==> src/sv/ute_pkg.sv <==
// Shared types and constants for the UTF-16 to UTF-8 encoder.
`timescale 1ns / 1ps

package ute_pkg;

    // Most bytes one code unit can produce: a flushed high surrogate plus a three-byte unit
    localparam int BurstMax = 6;
    localparam int CntW     = 3;
    localparam int UnitW    = 16;

    // Surrogate ranges and encoding marks
    localparam logic [UnitW-1:0] HighFirst = 16'hd800;
    localparam logic [UnitW-1:0] HighLast  = 16'hdbff;
    localparam logic [UnitW-1:0] LowFirst  = 16'hdc00;
    localparam logic [UnitW-1:0] LowLast   = 16'hdfff;
    localparam logic [UnitW-1:0] OneByteMax = 16'h007f;
    localparam logic [UnitW-1:0] TwoByteMax = 16'h07ff;
    localparam logic [20:0]      SuppBase  = 21'h10000;

    localparam logic [7:0] LeadTwo   = 8'hc0;
    localparam logic [7:0] LeadThree = 8'he0;
    localparam logic [7:0] LeadFour  = 8'hf0;
    localparam logic [7:0] ContMark  = 8'h80;

    typedef logic [7:0] byte_t;

    // Bytes produced by one item, in stream order, and how many are valid
    typedef struct packed {
        logic [BurstMax-1:0][7:0] bytes;
        logic [CntW-1:0]          cnt;
    } burst_t;

endpackage

==> src/sv/utf16_to_utf8_encoder_top.sv <==
// Top level of the UTF-16 to UTF-8 encoder.
`timescale 1ns / 1ps
// Usage:
//   Input channel: code_unit and last_unit with in_valid / in_stall. One item is one
//   UTF-16 code unit; last_unit closes a string and flushes a held high surrogate.
//   Output channel: out_byte and run_end with out_valid / out_stall, one UTF-8 byte
//   per item; run_end marks the last byte caused by one input unit.
// An accepted item is loaded into the burst register, then its bytes pass to the output.
// Throughput: while out_stall is low, the output register moves one byte per cycle. A unit
//   yields 1 to 3 bytes typically, 4 for a surrogate pair, up to 6 when a held high
//   surrogate is flushed ahead of a three-byte unit. A high surrogate that is held
//   yields nothing.
// A new item is taken in the same cycle the last byte of the previous one moves to
//   the output register, so units flow without gaps.
// Reset clears the held surrogate and empties both the burst and output registers.
// While out_stall is high a valid output byte holds; once the burst register is full,
//   in_stall rises until its last byte moves out.

module utf16_to_utf8_encoder_top (
    input  logic                      clk,
    input  logic                      rst_n,
    input  logic                      in_valid,
    output logic                      in_stall,
    input  logic [ute_pkg::UnitW-1:0] code_unit,
    input  logic                      last_unit,
    output logic                      out_valid,
    input  logic                      out_stall,
    output logic [7:0]                out_byte,
    output logic                      run_end
);

    logic            take;
    logic            busy;
    ute_pkg::burst_t burst;

    // Item accepted when the burst register is free or freeing
    assign in_stall = busy;
    assign take     = in_valid && !busy;

    ute_encode u_encode (
        .clk       (clk),
        .rst_n     (rst_n),
        .code_unit (code_unit),
        .last_unit (last_unit),
        .take      (take),
        .burst     (burst)
    );

    ute_serial u_serial (
        .clk       (clk),
        .rst_n     (rst_n),
        .take      (take),
        .burst     (burst),
        .busy      (busy),
        .out_stall (out_stall),
        .out_valid (out_valid),
        .out_byte  (out_byte),
        .run_end   (run_end)
    );

endmodule

==> src/sv/ute_encode.sv <==
// Encoder stage: held-surrogate state and the per-item UTF-8 byte burst.
`timescale 1ns / 1ps

module ute_encode (
    input  logic                        clk,
    input  logic                        rst_n,
    input  logic [ute_pkg::UnitW-1:0]   code_unit,
    input  logic                        last_unit,
    input  logic                        take,
    output ute_pkg::burst_t             burst
);

    logic [ute_pkg::UnitW-1:0] held_high_reg;
    logic [ute_pkg::UnitW-1:0] held_high_next;
    logic                      held_valid_reg;
    logic                      held_valid_next;

    logic                      u_high;
    logic                      u_low;
    logic                      pair;
    logic [20:0]               cp;
    logic [2:0][7:0]           held_b;
    logic [2:0][7:0]           unit_b;
    logic [ute_pkg::CntW-1:0]  unit_cnt;
    logic                      unit_hold;

    // Surrogate classification
    assign u_high = (code_unit >= ute_pkg::HighFirst) && (code_unit <= ute_pkg::HighLast);
    assign u_low  = (code_unit >= ute_pkg::LowFirst) && (code_unit <= ute_pkg::LowLast);
    assign pair   = held_valid_reg && u_low;

    // Supplementary code point from the surrogate pair
    assign cp = {1'b0, held_high_reg[9:0], code_unit[9:0]} + ute_pkg::SuppBase;

    // Held high surrogate flushed as three bytes
    assign held_b[0] = ute_pkg::LeadThree | {4'd0, held_high_reg[15:12]};
    assign held_b[1] = ute_pkg::ContMark | {2'd0, held_high_reg[11:6]};
    assign held_b[2] = ute_pkg::ContMark | {2'd0, held_high_reg[5:0]};

    // Bytes for the current unit on its own
    always_comb
    begin
        unit_b    = '0;
        unit_cnt  = '0;
        unit_hold = 1'b0;
        if (code_unit == '0)
        begin
            unit_b[0] = ute_pkg::LeadTwo;
            unit_b[1] = ute_pkg::ContMark;
            unit_cnt  = ute_pkg::CntW'(2);
        end
        else if (code_unit <= ute_pkg::OneByteMax)
        begin
            unit_b[0] = code_unit[7:0];
            unit_cnt  = ute_pkg::CntW'(1);
        end
        else if (code_unit <= ute_pkg::TwoByteMax)
        begin
            unit_b[0] = ute_pkg::LeadTwo | {3'd0, code_unit[10:6]};
            unit_b[1] = ute_pkg::ContMark | {2'd0, code_unit[5:0]};
            unit_cnt  = ute_pkg::CntW'(2);
        end
        else if (u_high && !last_unit)
        begin
            unit_hold = 1'b1;
        end
        else
        begin
            unit_b[0] = ute_pkg::LeadThree | {4'd0, code_unit[15:12]};
            unit_b[1] = ute_pkg::ContMark | {2'd0, code_unit[11:6]};
            unit_b[2] = ute_pkg::ContMark | {2'd0, code_unit[5:0]};
            unit_cnt  = ute_pkg::CntW'(3);
        end
    end

    // Assemble the burst and the next held state
    always_comb
    begin
        burst           = '0;
        held_valid_next = held_valid_reg;
        held_high_next  = held_high_reg;
        if (pair)
        begin
            burst.bytes[0] = ute_pkg::LeadFour | {5'd0, cp[20:18]};
            burst.bytes[1] = ute_pkg::ContMark | {2'd0, cp[17:12]};
            burst.bytes[2] = ute_pkg::ContMark | {2'd0, cp[11:6]};
            burst.bytes[3] = ute_pkg::ContMark | {2'd0, cp[5:0]};
            burst.cnt      = ute_pkg::CntW'(4);
        end
        else if (held_valid_reg)
        begin
            burst.bytes[0] = held_b[0];
            burst.bytes[1] = held_b[1];
            burst.bytes[2] = held_b[2];
            burst.bytes[3] = unit_b[0];
            burst.bytes[4] = unit_b[1];
            burst.bytes[5] = unit_b[2];
            burst.cnt      = ute_pkg::CntW'(3) + unit_cnt;
        end
        else
        begin
            burst.bytes[0] = unit_b[0];
            burst.bytes[1] = unit_b[1];
            burst.bytes[2] = unit_b[2];
            burst.cnt      = unit_cnt;
        end
        if (take)
        begin
            held_valid_next = unit_hold && !pair;
            held_high_next  = (unit_hold && !pair) ? code_unit : '0;
        end
    end

    // Held surrogate state
    always_ff @(posedge clk or negedge rst_n)
    begin
        if (!rst_n)
        begin
            held_valid_reg <= 1'b0;
            held_high_reg  <= '0;
        end
        else
        begin
            held_valid_reg <= held_valid_next;
            held_high_reg  <= held_high_next;
        end
    end

    // Only a high surrogate is ever held
    a_held_is_high: assert property (@(posedge clk) disable iff (!rst_n)
        held_valid_reg |-> (held_high_reg >= ute_pkg::HighFirst &&
                            held_high_reg <= ute_pkg::HighLast))
        else $error("held unit is not a high surrogate");

    // A last unit always leaves nothing held
    a_last_flushes: assert property (@(posedge clk) disable iff (!rst_n)
        (take && last_unit) |=> !held_valid_reg)
        else $error("surrogate still held after last unit");

endmodule

==> src/sv/ute_serial.sv <==
// Byte serializer: burst register and output register, one byte per cycle unless stalled.
`timescale 1ns / 1ps

module ute_serial (
    input  logic            clk,
    input  logic            rst_n,
    input  logic            take,
    input  ute_pkg::burst_t burst,
    output logic            busy,
    input  logic            out_stall,
    output logic            out_valid,
    output ute_pkg::byte_t  out_byte,
    output logic            run_end
);

    logic [ute_pkg::BurstMax-1:0][7:0] bytes_reg;
    logic [ute_pkg::CntW-1:0]          cnt_reg;
    logic [ute_pkg::CntW-1:0]          idx_reg;
    logic [ute_pkg::CntW-1:0]          idx_next;
    logic                              busy_reg;
    logic                              busy_next;
    logic                              out_valid_reg;
    logic                              out_valid_next;
    ute_pkg::byte_t                    out_byte_reg;
    ute_pkg::byte_t                    out_byte_next;
    logic                              run_end_reg;
    logic                              run_end_next;

    logic out_load;
    logic move;
    logic last_move;

    // Output register can take a byte when empty or being drained
    assign out_load  = !out_valid_reg || !out_stall;
    assign move      = busy_reg && out_load;
    assign last_move = move && (idx_reg == (cnt_reg - ute_pkg::CntW'(1)));

    // Burst register frees up as its last byte moves out
    assign busy = busy_reg && !last_move;

    always_comb
    begin
        busy_next      = busy_reg;
        idx_next       = idx_reg;
        out_valid_next = out_valid_reg;
        out_byte_next  = out_byte_reg;
        run_end_next   = run_end_reg;
        if (out_load)
        begin
            out_valid_next = move;
            out_byte_next  = bytes_reg[idx_reg];
            run_end_next   = last_move;
        end
        if (take)
        begin
            busy_next = (burst.cnt != '0);
            idx_next  = '0;
        end
        else if (last_move)
        begin
            busy_next = 1'b0;
        end
        else if (move)
        begin
            idx_next = idx_reg + ute_pkg::CntW'(1);
        end
    end

    // Control state
    always_ff @(posedge clk or negedge rst_n)
    begin
        if (!rst_n)
        begin
            busy_reg      <= 1'b0;
            idx_reg       <= '0;
            cnt_reg       <= '0;
            out_valid_reg <= 1'b0;
        end
        else
        begin
            busy_reg      <= busy_next;
            idx_reg       <= idx_next;
            out_valid_reg <= out_valid_next;
            if (take)
            begin
                cnt_reg <= burst.cnt;
            end
        end
    end

    // Payload
    always_ff @(posedge clk)
    begin
        if (take)
        begin
            bytes_reg <= burst.bytes;
        end
        out_byte_reg <= out_byte_next;
        run_end_reg  <= run_end_next;
    end

    assign out_valid = out_valid_reg;
    assign out_byte  = out_byte_reg;
    assign run_end   = run_end_reg;

    // Index stays inside the loaded burst
    a_idx_in_burst: assert property (@(posedge clk) disable iff (!rst_n)
        busy_reg |-> (idx_reg < cnt_reg && cnt_reg <= ute_pkg::CntW'(ute_pkg::BurstMax)))
        else $error("burst index out of range");

    // A byte moved out that is not the last advances the index by one
    a_idx_step: assert property (@(posedge clk) disable iff (!rst_n)
        (move && !last_move && !take) |=>
            (busy_reg && idx_reg == ute_pkg::CntW'($past(idx_reg) + 1'b1)))
        else $error("burst index did not advance");

    // The byte that ends a burst is flagged on the output
    a_run_end_mark: assert property (@(posedge clk) disable iff (!rst_n)
        move |=> (out_valid_reg && run_end_reg == $past(last_move)))
        else $error("run end flag mismatch");

endmodule
==> config.mk <==
export PLATFORM = sky130hd
export DESIGN_NAME = utf16_to_utf8_encoder_top
export DESIGN_NICKNAME = d
export VERILOG_FILES = /design/src/sv/ute_pkg.sv /design/src/sv/utf16_to_utf8_encoder_top.sv /design/src/sv/ute_encode.sv /design/src/sv/ute_serial.sv
export SDC_FILE = /design/constraint.sdc
export NUM_CORES = 1
export LEC_CHECK = 0
export BUFFER_PORTS_ARGS = -buffer_cell sky130_fd_sc_hd__buf_4
export CORE_ASPECT_RATIO = 0.75
export CORE_UTILIZATION = 60
export DETAILED_ROUTE_END_ITERATION = 10
export MAX_ROUTING_LAYER = met4
export PLACE_DENSITY_LB_ADDON = 0.2
export SLEW_MARGIN = 20
export SYNTH_ARGS = -nofsm -noshare
export SYNTH_HDL_FRONTEND = slang
export SYNTH_SLANG_ARGS = --single-unit
==> constraint.sdc <==
create_clock -name clk -period 3.45 [get_ports clk]
set_clock_uncertainty 0.2 [all_clocks]
set_input_delay 0.345 -clock clk [delete_from_list [all_inputs] [get_ports clk]]
set_output_delay 0.345 -clock clk [all_outputs]
set_load 0.02 [all_outputs]
==> flow_summary.json <==
{
  "ys_seq_area_share_pct": 56.33,
  "arrival_ns": 2.50,
  "dieArea_um2": 6892,
  "dp.final_hpwl_um": 6326,
  "hold_end": "u_serial.busy_reg",
  "clock_latency_ns": 0.35,
  "grt.total_usage_pct": 31.00,
  "cts_sinks": 78,
  "routed_wl_um": 9309,
  "p_leak_nw": 1.800,
  "grt_max_degree": 47,
  "layout_commonest_cell": "nand2_1",
  "critPathKind": "flip-flop to flip-flop",
  "synth_edf_count": 53,
  "n_fill_cell": 470,
  "diodes": 0,
  "core_area_um2": 6319,
  "cap_violations": 0,
  "pwr_density_cell_nw_per_um2": 714.1,
  "reg2reg_depth": 5,
  "stdcell_count": 474,
  "ys_types": 53,
  "final_nets": 412,
  "yosysWarnings": 0,
  "cts_buffer_depth": 2,
  "avgViaCountPerCell": 6.314,
  "rsz0062_at_grt": "no",
  "synth_nets": 381,
  "start_util_pct": 62.30,
  "cts_root_buffer": "clkbuf_8",
  "dp.cells": 457,
  "largest_reg_flops": 44,
  "path_clk_slew_ns": 0.08,
  "tns_ns": 0,
  "ys_async_sr_fraction_pct": 32.05,
  "finalHoldViolCount": 0,
  "max_freq_mhz": 367.8,
  "drc": 0,
  "cts_made_buffers": 9,
  "start_kind": "flip-flop",
  "num_io_pins": 32,
  "setup_violations": 0,
  "die_h_um": 72.15,
  "worstPathMaxFanout": 46,
  "worstReg2RegStart": "u_serial.idx_reg[1]",
  "overflow": 0,
  "min-delay-start": "in_valid",
  "crit_required_ns": 3.23,
  "vias": 2993,
  "ys_ff_latch": 78,
  "drtIter0Drc": 350,
  "synthTopCellsByArea": "edfxtp_1 40%, dfrtp_1 16%, nand2_1 5.9%",
  "drive_above_1_share_pct": 19.34,
  "fin_crit_sh_pct": 78.81,
  "antenna_left": 0,
  "cts_resized": 0,
  "min_path_cells": 3,
  "hp-class": "input pin to flip-flop",
  "rr_endpoint": "u_serial.bytes_reg[16]",
  "first_global_vias": 2802,
  "syn_avg_cell_area_um2": 11.03,
  "status": "finished, final reports clean",
  "syn-cell-area_um2": 3936,
  "gp_congestion": 0.9357,
  "synth_top_area_cell": "edfxtp_1",
  "cp-end-kind": "flip-flop",
  "final_cell_mix": "62 x nand2_1, 53 x edfxtp_1, 39 x buf_4",
  "numPortBuffers": 31,
  "slew_violations": 0,
  "cts_tree": "done",
  "grt_antenna_before_repair": 0,
  "ir_worst_vdd_uv": 352.1,
  "ff2ff_setup_slack_ns": 0.73,
  "relSlewSlack_pct": 35.95,
  "synth_cells": 357,
  "ys.flop_type": "edfxtp_1",
  "grt_pass1_wl_um": 14790,
  "h-tree-depth": 3,
  "avgRoutedWirePerCell_um": 19.64,
  "yosys.area.top_type_share_pct": 40.43,
  "num_rows": 25,
  "area_growth_pct": 13.45,
  "drt_pass1_iterations": 5,
  "min_period_ns": 2.719,
  "tightest_slew_ns": 0.9573,
  "fp.dieW_um": 95.53
}
==> synthesized netlist by cell type (2+ instances only) <==
| library cell | instances |
|---|---|
| mux2_2 | 3 |
| nor3_1 | 2 |
| a2bb2oi_1 | 2 |
| xor2_1 | 2 |
| o211ai_1 | 2 |
| a21o_1 | 7 |
| xnor2_1 | 4 |
| clkbuf_1 | 16 |
| o31ai_1 | 4 |
| edfxtp_1 | 53 |
| and3b_2 | 2 |
| dfrtp_1 | 25 |
| a31o_2 | 3 |
| a22oi_1 | 7 |
| nand3_1 | 4 |
| nor2_1 | 25 |
| mux2i_1 | 9 |
| a31oi_1 | 3 |
| nand4_1 | 2 |
| or3_1 | 2 |
| nand2b_1 | 3 |
| and2_1 | 11 |
| o21ai_0 | 24 |
| ha_1 | 3 |
| mux4_2 | 7 |
| a21oi_1 | 18 |
| nand2_1 | 62 |
| inv_1 | 14 |
| and3_1 | 7 |
| a22o_1 | 2 |
| o22ai_1 | 7 |
==> worst max-delay path: stages (launching register included) <==
cell and delay (ns):
dfrtp_1 0.76, xnor2_1 0.23, o41ai_2 0.48, nand2_1 0.13, inv_1 0.07, buf_4 0.46
==> worst max path at each step <==
stage | startpoint | to | slack, ns | cells past startpoint
floorplan | u_serial.cnt_reg[0] | u_serial.bytes_reg[0] | 0.44 | 6
global placement | u_serial.idx_reg[1] | u_serial.bytes_reg[4] | 0.86 | 5
detailed placement | u_serial.idx_reg[1] | u_serial.bytes_reg[16] | 0.77 | 5
CTS | u_serial.idx_reg[1] | u_serial.bytes_reg[8] | 0.74 | 5
global route | u_serial.idx_reg[1] | u_serial.bytes_reg[44] | 0.58 | 5
finish | u_serial.idx_reg[1] | u_serial.bytes_reg[16] | 0.73 | 5
==> cell families (layout without fill, tap and decap cells) <==
| kind of cell | Yosys count | in the layout | share of synthesized area (%) |
|---|---|---|---|
| and+or+nand+nor | 130 | 130 | 15.86 |
| AOI/OAI and AO/OA | 85 | 85 | 13.83 |
| xor gates and xnor gates | 7 | 7 | 1.939 |
| muxes | 20 | 20 | 7.533 |
| adders and majority gates | 3 | 3 | 0.9537 |
| buffers and inverters | 34 | 70 | 3.560 |
| DFF | 78 | 78 | 56.33 |
==> what timing repair did <==
action	4_1_cts	5_1_grt
setup buffers	0	0
hold buffers	1	0
endpoints found under the setup margin	0	0
endpoints found under the hold margin	25	0
==> power breakdown <==
| group | total (W) | internal (W) | switching (W) |
|---|---|---|---|
| combinational | 0.00100 | 0.000424 | 0.000578 |
| clock | 0.000732 | 0.000402 | 0.000329 |
| sequential | 0.00145 | 0.00132 | 0.000136 |
| total | 0.00319 | 0.00215 | 0.00104 |
==> cell type report <==
| cell class | count | area [um2] | share of cell area [%] |
|---|---|---|---|
| well taps | 81 | 101.3 | 2.270 |
| clock buffers | 9 | 123.9 | 2.774 |
| repair buffers | 40 | 302.8 | 6.781 |
| inverters | 14 | 52.55 | 1.177 |
| flip-flops and latches | 78 | 2217 | 49.65 |
| multi-input cells | 245 | 1579 | 35.36 |
| clock inverters | 7 | 88.84 | 1.989 |
==> per-stage QoR <==
stage	setup slack, ns	utilization (%)	power (W)	cell area, um2	hold slack [ns]
floorplan	0.4361	-	0.002146	3936	-0.1506
global placement	0.8607	67.15	0.002442	4243	0.07217
detailed placement	0.7738	67.15	0.002477	4243	0.08005
CTS	0.7377	70.67	0.003205	4466	0.06394
global route	0.5791	70.67	0.003351	4466	0.08306
finish	0.7311	70.67	0.003189	4466	0.07310
==> per-layer routing <==
layer / GRT usage [%] / part of all wire [%] / wire [um] / up-vias
met5: - / 0 / 0 / -
met4: 10.45 / 2.9 / 271 / 0
met3: 8.700 / 9.4 / 877 / 31
met2: 44.44 / 46 / 4280 / 181
met1: 42.91 / 42 / 3880 / 1421
li1: - / - / - / 1360
Note: power is estimated with default switching activity, not from simulation.
